<file path="config.mk">
export PLATFORM = sky130hd
export DESIGN_NAME = biquad_iir_q15
export DESIGN_NICKNAME = d
export VERILOG_FILES = /design/src/rtl/biquad_pkg.sv /design/src/rtl/biquad_iir_q15.sv
export SDC_FILE = /design/constraint.sdc
export NUM_CORES = 1
export LEC_CHECK = 0
export ABC_AREA = 1
export BUFFER_PORTS_ARGS = -buffer_cell sky130_fd_sc_hd__buf_2
export CORE_MARGIN = 5
export CORE_UTILIZATION = 55
export CTS_CLUSTER_DIAMETER = 200
export DETAILED_ROUTE_END_ITERATION = 6
export HOLD_SLACK_MARGIN = 0.03
export PLACE_DENSITY = 0.72
export SETUP_SLACK_MARGIN = 0.3
export SLEW_MARGIN = 20
export SYNTH_ARGS = -nofsm -noshare
export SYNTH_HDL_FRONTEND = slang
export SYNTH_SLANG_ARGS = --single-unit
</file>
<file path="constraint.sdc">
create_clock -name clk -period 12.2 [get_ports clk]
set_clock_uncertainty 0.05 [all_clocks]
set_input_delay 1.83 -clock clk [delete_from_list [all_inputs] [get_ports clk]]
set_output_delay 1.83 -clock clk [all_outputs]
set_load 0.02 [all_outputs]
</file>
<file path="src/rtl/biquad_pkg.sv">
// Shared types and constants for the Q1.15 biquad filter.
// Holds the sequencer state type, register indexes and the Q15 multiply helpers.
// No dependencies.
`timescale 1ns / 1ps
`default_nettype none

package biquad_pkg;

  localparam int unsigned SAMPLE_W = 16;
  localparam int unsigned CFG_IDX_W = 3;

  localparam logic signed [SAMPLE_W-1:0] Q15_MAX    = 16'sh7FFF;
  localparam logic signed [SAMPLE_W-1:0] Q15_MIN    = -16'sh8000;
  localparam logic signed [SAMPLE_W-1:0] GAIN_RESET = 16'sd2949;

  localparam logic [CFG_IDX_W-1:0] REG_B0   = 3'd0;
  localparam logic [CFG_IDX_W-1:0] REG_B1   = 3'd1;
  localparam logic [CFG_IDX_W-1:0] REG_B2   = 3'd2;
  localparam logic [CFG_IDX_W-1:0] REG_A1   = 3'd3;
  localparam logic [CFG_IDX_W-1:0] REG_A2   = 3'd4;
  localparam logic [CFG_IDX_W-1:0] REG_GAIN = 3'd5;

  // MAC sequence order
  localparam logic [2:0] STEP_B0   = 3'd0;
  localparam logic [2:0] STEP_B1   = 3'd1;
  localparam logic [2:0] STEP_A1   = 3'd2;
  localparam logic [2:0] STEP_B2   = 3'd3;
  localparam logic [2:0] STEP_A2   = 3'd4;
  localparam logic [2:0] STEP_GAIN = 3'd5;

  typedef enum logic {
    ST_IDLE,
    ST_MAC
  } bq_state_t;

  function automatic logic signed [SAMPLE_W-1:0] sat17(input logic signed [SAMPLE_W:0] v);
    logic signed [SAMPLE_W-1:0] r;
    if (v > 17'sd32767) begin
      r = Q15_MAX;
    end else if (v < -17'sd32768) begin
      r = Q15_MIN;
    end else begin
      r = v[SAMPLE_W-1:0];
    end
    return r;
  endfunction

  // Q15 product, floor-truncated; only -1 * -1 overflows
  function automatic logic signed [SAMPLE_W-1:0] q15_mul(
    input logic signed [SAMPLE_W-1:0] a,
    input logic signed [SAMPLE_W-1:0] b
  );
    logic signed [2*SAMPLE_W-1:0] p;
    p = a * b;
    return sat17(p[2*SAMPLE_W-1:SAMPLE_W-1]);
  endfunction

endpackage

`default_nettype wire

</file>
<file path="src/rtl/biquad_iir_q15.sv">
// Second-order IIR filter, direct form I, signed Q1.15 samples.
// Top level; depends on biquad_pkg.
`timescale 1ns / 1ps
`default_nettype none

// One input item yields one output item. A single 16x16 multiplier with a
// saturating accumulator runs the five taps and the output gain in turn (b0,
// b1, a1, b2, a2, gain). After an item is accepted, in_tready stays low while
// those steps run and returns high as the result enters the output register.
// The block takes a new item only from its idle state, so it takes no new
// item before the last result is in the output register. A result still
// waiting on out_tready holds the last step until the output register frees.
// Write coefficients via cfg_* only while idle; the block does not check it.
module biquad_iir_q15 (
  input  wire        clk,
  input  wire        rst_n,
  input  wire        in_tvalid,
  output logic       in_tready,
  input  wire [15:0] in_tdata,    // [15:0] sample_in
  output logic       out_tvalid,
  input  wire        out_tready,
  output logic [15:0] out_tdata,  // [15:0] sample_out
  input  wire        cfg_wr_en,
  input  wire [biquad_pkg::CFG_IDX_W-1:0] cfg_index,
  input  wire [15:0] cfg_wr_data
);
  import biquad_pkg::*;

  bq_state_t state_r, state_nxt;
  logic [2:0] step_r, step_nxt;

  logic signed [SAMPLE_W-1:0] b0_r, b1_r, b2_r, a1_r, a2_r, gain_r;
  logic signed [SAMPLE_W-1:0] x_r, x1_r, x2_r, y1_r, y2_r, acc_r;
  logic signed [SAMPLE_W-1:0] acc_nxt;
  logic               out_tvalid_r;
  logic [SAMPLE_W-1:0] out_tdata_r;

  logic signed [SAMPLE_W-1:0] mul_a, mul_b, prod;
  logic signed [SAMPLE_W:0]   sum;
  logic mac_sub, mac_first, mac_en, upd_delay, load_out, slot_free, in_acc;

  assign in_acc    = in_tvalid && in_tready;
  assign slot_free = !out_tvalid_r || out_tready;

  // next state
  always_comb begin
    state_nxt = state_r;
    step_nxt  = step_r;
    case (state_r)
      ST_IDLE: begin
        if (in_tvalid) begin
          state_nxt = ST_MAC;
          step_nxt  = STEP_B0;
        end
      end
      ST_MAC: begin
        if (step_r == STEP_GAIN) begin
          if (slot_free) begin
            state_nxt = ST_IDLE;
          end
        end else begin
          step_nxt = step_r + 3'd1;
        end
      end
      default: begin
        state_nxt = ST_IDLE;
      end
    endcase
  end

  // sequencer outputs
  always_comb begin
    in_tready = 1'b0;
    mul_a     = gain_r;
    mul_b     = acc_r;
    mac_sub   = 1'b0;
    mac_first = 1'b0;
    mac_en    = 1'b0;
    upd_delay = 1'b0;
    load_out  = 1'b0;
    case (state_r)
      ST_IDLE: begin
        in_tready = 1'b1;
      end
      ST_MAC: begin
        case (step_r)
          STEP_B0: begin
            mul_a = b0_r; mul_b = x_r; mac_first = 1'b1; mac_en = 1'b1;
          end
          STEP_B1: begin
            mul_a = b1_r; mul_b = x1_r; mac_en = 1'b1;
          end
          STEP_A1: begin
            mul_a = a1_r; mul_b = y1_r; mac_sub = 1'b1; mac_en = 1'b1;
          end
          STEP_B2: begin
            mul_a = b2_r; mul_b = x2_r; mac_en = 1'b1;
          end
          STEP_A2: begin
            mul_a = a2_r; mul_b = y2_r; mac_sub = 1'b1; mac_en = 1'b1;
            upd_delay = 1'b1;
          end
          default: begin
            load_out = slot_free;
          end
        endcase
      end
      default: begin
        in_tready = 1'b0;
      end
    endcase
  end

  // shared multiplier and saturating accumulator
  assign prod = q15_mul(mul_a, mul_b);
  always_comb begin
    if (mac_sub) begin
      sum = {acc_r[SAMPLE_W-1], acc_r} - {prod[SAMPLE_W-1], prod};
    end else if (mac_first) begin
      sum = {prod[SAMPLE_W-1], prod};
    end else begin
      sum = {acc_r[SAMPLE_W-1], acc_r} + {prod[SAMPLE_W-1], prod};
    end
    acc_nxt = sat17(sum);
  end

  always_ff @(posedge clk) begin
    if (!rst_n) begin
      state_r      <= ST_IDLE;
      step_r       <= STEP_B0;
      out_tvalid_r <= 1'b0;
      b0_r         <= '0;
      b1_r         <= '0;
      b2_r         <= '0;
      a1_r         <= '0;
      a2_r         <= '0;
      gain_r       <= GAIN_RESET;
      x1_r         <= '0;
      x2_r         <= '0;
      y1_r         <= '0;
      y2_r         <= '0;
    end else begin
      state_r <= state_nxt;
      step_r  <= step_nxt;
      if (load_out) begin
        out_tvalid_r <= 1'b1;
      end else if (out_tready) begin
        out_tvalid_r <= 1'b0;
      end
      if (cfg_wr_en) begin
        case (cfg_index)
          REG_B0:   b0_r   <= cfg_wr_data;
          REG_B1:   b1_r   <= cfg_wr_data;
          REG_B2:   b2_r   <= cfg_wr_data;
          REG_A1:   a1_r   <= cfg_wr_data;
          REG_A2:   a2_r   <= cfg_wr_data;
          REG_GAIN: gain_r <= cfg_wr_data;
          default: begin
          end
        endcase
      end
      if (upd_delay) begin
        x2_r <= x1_r;
        x1_r <= x_r;
        y2_r <= y1_r;
        y1_r <= acc_nxt;
      end
    end
  end

  always_ff @(posedge clk) begin
    if (in_acc) begin
      x_r <= in_tdata;
    end
    if (mac_en) begin
      acc_r <= acc_nxt;
    end
    if (load_out) begin
      out_tdata_r <= prod;
    end
  end

  assign out_tvalid = out_tvalid_r;
  assign out_tdata  = out_tdata_r;

endmodule

`default_nettype wire

</file>
==> flow_metrics.env <==
export IMPL_vias=17920
export IMPL_die_h_um=204.3
export IMPL_drt_wl_total_um=62490
export IMPL_gp_congestion=0.9964
export IMPL_wire_per_inst_um=19.63
export IMPL_cts_tree="built"
export IMPL_clockBufferDepth=3
export IMPL_finalCritPeriodShare_pct=92.75
export IMPL_cts_clk_slew_worst_paths_ps=60
export IMPL_remaining_drc_errors=0
export IMPL_clk_latency_ps=520
export IMPL_synth_area_um2=20770
export IMPL_cpMostUsedCell="inv_1"
export IMPL_cts_root_buf="clkbuf_16"
export IMPL_syn_nets=3064
export IMPL_cts_buffers=22
export IMPL_outcome="complete, no violations"
export IMPL_ios=58
export IMPL_grt_max_degree=99
export IMPL_crit_fanout=76
export IMPL_critical_path_class="reg -> reg"
export IMPL_io_buffers=57
export IMPL_cts_sinks=213
export IMPL_tightest_slew_ps=1016
export IMPL_htree_num_levels=1
export IMPL_track_usage_pct=30.28
export IMPL_min_path_type="reg -> reg"
export IMPL_final_common_cell="inv_1"
export IMPL_die_area_um2=41760
export IMPL_via_per_inst=5.630
export IMPL_final_cell_mix="inv_1, nand2_1, nor2_1"
export IMPL_yosysWarnings=0
export IMPL_num_rows=71
export IMPL_crit_path_end_kind="register"
export IMPL_min_period_ps=11320
export IMPL_core_region_area_um2=37490
export IMPL_finalHoldViolCount=0
export IMPL_arrival_ps=11520
export IMPL_ys_async_sr_fraction_pct=0
export IMPL_hpwlAfterDp_um=48080
export IMPL_setup_viol=0
export IMPL_hold_slack_ps=400.5
export IMPL_relSlewSlack_pct=32.22
export IMPL_ys_flop_type="dfxtp_1"
export IMPL_grt_overflow=0
export IMPL_start_util_pct=55.41
export IMPL_final_net_count=3074
export IMPL_worst_slack_ps=884.2
export IMPL_antenna_found_initial=2
export IMPL_crit_required_ps=12410
export IMPL_ys_seq_area_share_pct=22.84
export IMPL_post_place_ws_ps=223.8
export IMPL_clock_fmax_ghz=0.08837
export IMPL_synth_cells=2645
export IMPL_synth_avg_cell_area_um2=7.854
export IMPL_ys_types=47
export IMPL_drt_iter0_drc=1810
export IMPL_grt_pass1_vias=18250
export IMPL_slowest_delay_ps=530
export IMPL_start_kind="register"
export IMPL_setup_tns_ps=0
export IMPL_grt_pass1_wl_um=100100
export IMPL_rsz0062_at_grt="no"
export IMPL_ys_ff_latch=213
export IMPL_drv_cap=0
export IMPL_die_w_um=204.3
export IMPL_cts_hold_buf=0
export IMPL_final_max_slew_violation_count=0
export IMPL_fillers=3464
export IMPL_critPathSlowestCell="nor4_1"
export IMPL_synth_edf_count=48
export IMPL_ant_nets=0
export IMPL_area_delta_synth_final_pct=7.433
export IMPL_firstDrtPassIters=6
export IMPL_drive_gt1_share_pct=7.787
[per-layer routing]
metal	vias to the layer above	part of all wire (%)	GRT usage (%)
met5	-	0.019	0
met1	8710	40	40.49
met2	799	48	51.39
li1	8260	-	-
met4	2	4.0	10.67
met3	150	7.7	3.412
[state kept, by name (all words and copies together) (netlist names)]
register,cells
a1_r,16
a2_r,16
acc_r,16
b0_r,16
b1_r,16
b2_r,16
gain_r,16
out_tdata,16
out_tvalid,1
state_r,1
step_r,3
x1_r,16
x2_r,16
x_r,16
y1_r,16
y2_r,16
[worst max-delay path: cells and delay by family, from the launching register on]
| family | cells | cell delay (ps) |
|---|---|---|
| AO/OA/AOI/OAI | 8 | 1860 |
| adder cells (fa/ha/maj) | 9 | 4040 |
| buffers and inverters | 9 | 1180 |
| flip-flops | 1 | 400 |
| AND/OR/NAND/NOR | 16 | 3490 |
[synth_stat cells, types with 2 or more instances]
cell / n / share of area (%)
o311ai_0: 2 / 0.084
buf_4: 6 / 0.22
nand3_1: 63 / 1.5
nand4_1: 8 / 0.24
nand2_2: 32 / 0.96
a211oi_1: 2 / 0.072
a31oi_1: 4 / 0.12
xnor2_1: 10 / 0.42
o221ai_1: 7 / 0.30
and3_1: 2 / 0.060
dfxtp_1: 165 / 16
clkbuf_1: 85 / 1.5
o31ai_1: 3 / 0.11
o21a_1: 42 / 1.5
nand2_4: 4 / 0.22
o22ai_1: 15 / 0.45
buf_1: 3 / 0.054
edfxtp_1: 48 / 6.9
nand2_1: 366 / 6.6
o21bai_1: 6 / 0.22
clkinv_1: 12 / 0.22
fa_1: 264 / 25
o21ai_0: 192 / 4.6
nor4_1: 7 / 0.21
ha_1: 115 / 6.9
o211ai_1: 2 / 0.072
inv_1: 521 / 9.4
a21oi_1: 167 / 4.0
o2111ai_1: 22 / 0.93
buf_6: 5 / 0.27
a221oi_1: 15 / 0.63
nor3_1: 16 / 0.39
nand3_2: 21 / 1.0
xor2_1: 23 / 0.97
nor2_1: 371 / 6.7
or2_2: 5 / 0.15
buf_2: 4 / 0.096
[cell type report]
class | instances | area (um^2) | area share [%]
antenna | 1 | 2.502 | 0.01121
sequential | 213 | 4745 | 21.26
timing repair buffer | 89 | 531.8 | 2.383
tap | 511 | 639.4 | 2.865
clock inverter | 9 | 86.33 | 0.3868
clock buffer | 31 | 635.6 | 2.848
inverter | 535 | 2043 | 9.155
multi-input combinational | 1794 | 13630 | 61.09
[final timing paths]
kind / from / to / slack [ps] / cells past startpoint
max reg2reg: step_r[0]$_SDFFE_PN0P_ / acc_r[8]$_DFFE_PP_ / 880 / 42
min reg2reg: a1_r[0]$_SDFFE_PN0P_ / a1_r[0]$_SDFFE_PN0P_ / 400 / 2
max: step_r[0]$_SDFFE_PN0P_ / acc_r[8]$_DFFE_PP_ / 880 / 42
min: a1_r[0]$_SDFFE_PN0P_ / a1_r[0]$_SDFFE_PN0P_ / 400 / 2
[logic make-up (layout without fill, tap and decap cells)]
family | count (synthesis) | in the layout | synth area share (%)
buffers and inverters | 638 | 664 | 11.85
other | 0 | 1 | 0
adders and majority gates | 379 | 379 | 32.37
DFF | 213 | 213 | 22.84
AOI/OAI and AO/OA | 483 | 483 | 13.29
xor gates and xnor gates | 33 | 33 | 1.391
and+or+nand+nor | 899 | 899 | 18.26
[through the flow]
stage / std cells / utilization [%] / instance area [um^2]
5_1_grt: 3183 / 59.53 / 22320
3_5_place_dp: 3136 / 57.24 / 21460
4_1_cts: 3176 / 59.17 / 22180
6_report: 3183 / 59.53 / 22320
3_3_place_gp: 3136 / 57.23 / 21450
2_1_floorplan: 2645 / - / 20770
[repair_timing]
item / CTS / global route
gates resized for setup: 1 / 23
cloned: 0 / 0
setup endpoints to repair: 30 / 32
setup buffers: 0 / 6
Power is left out: the tool's default activity adds up to more than one toggle a clock period on the data nets, which glitch-free logic cannot reach.
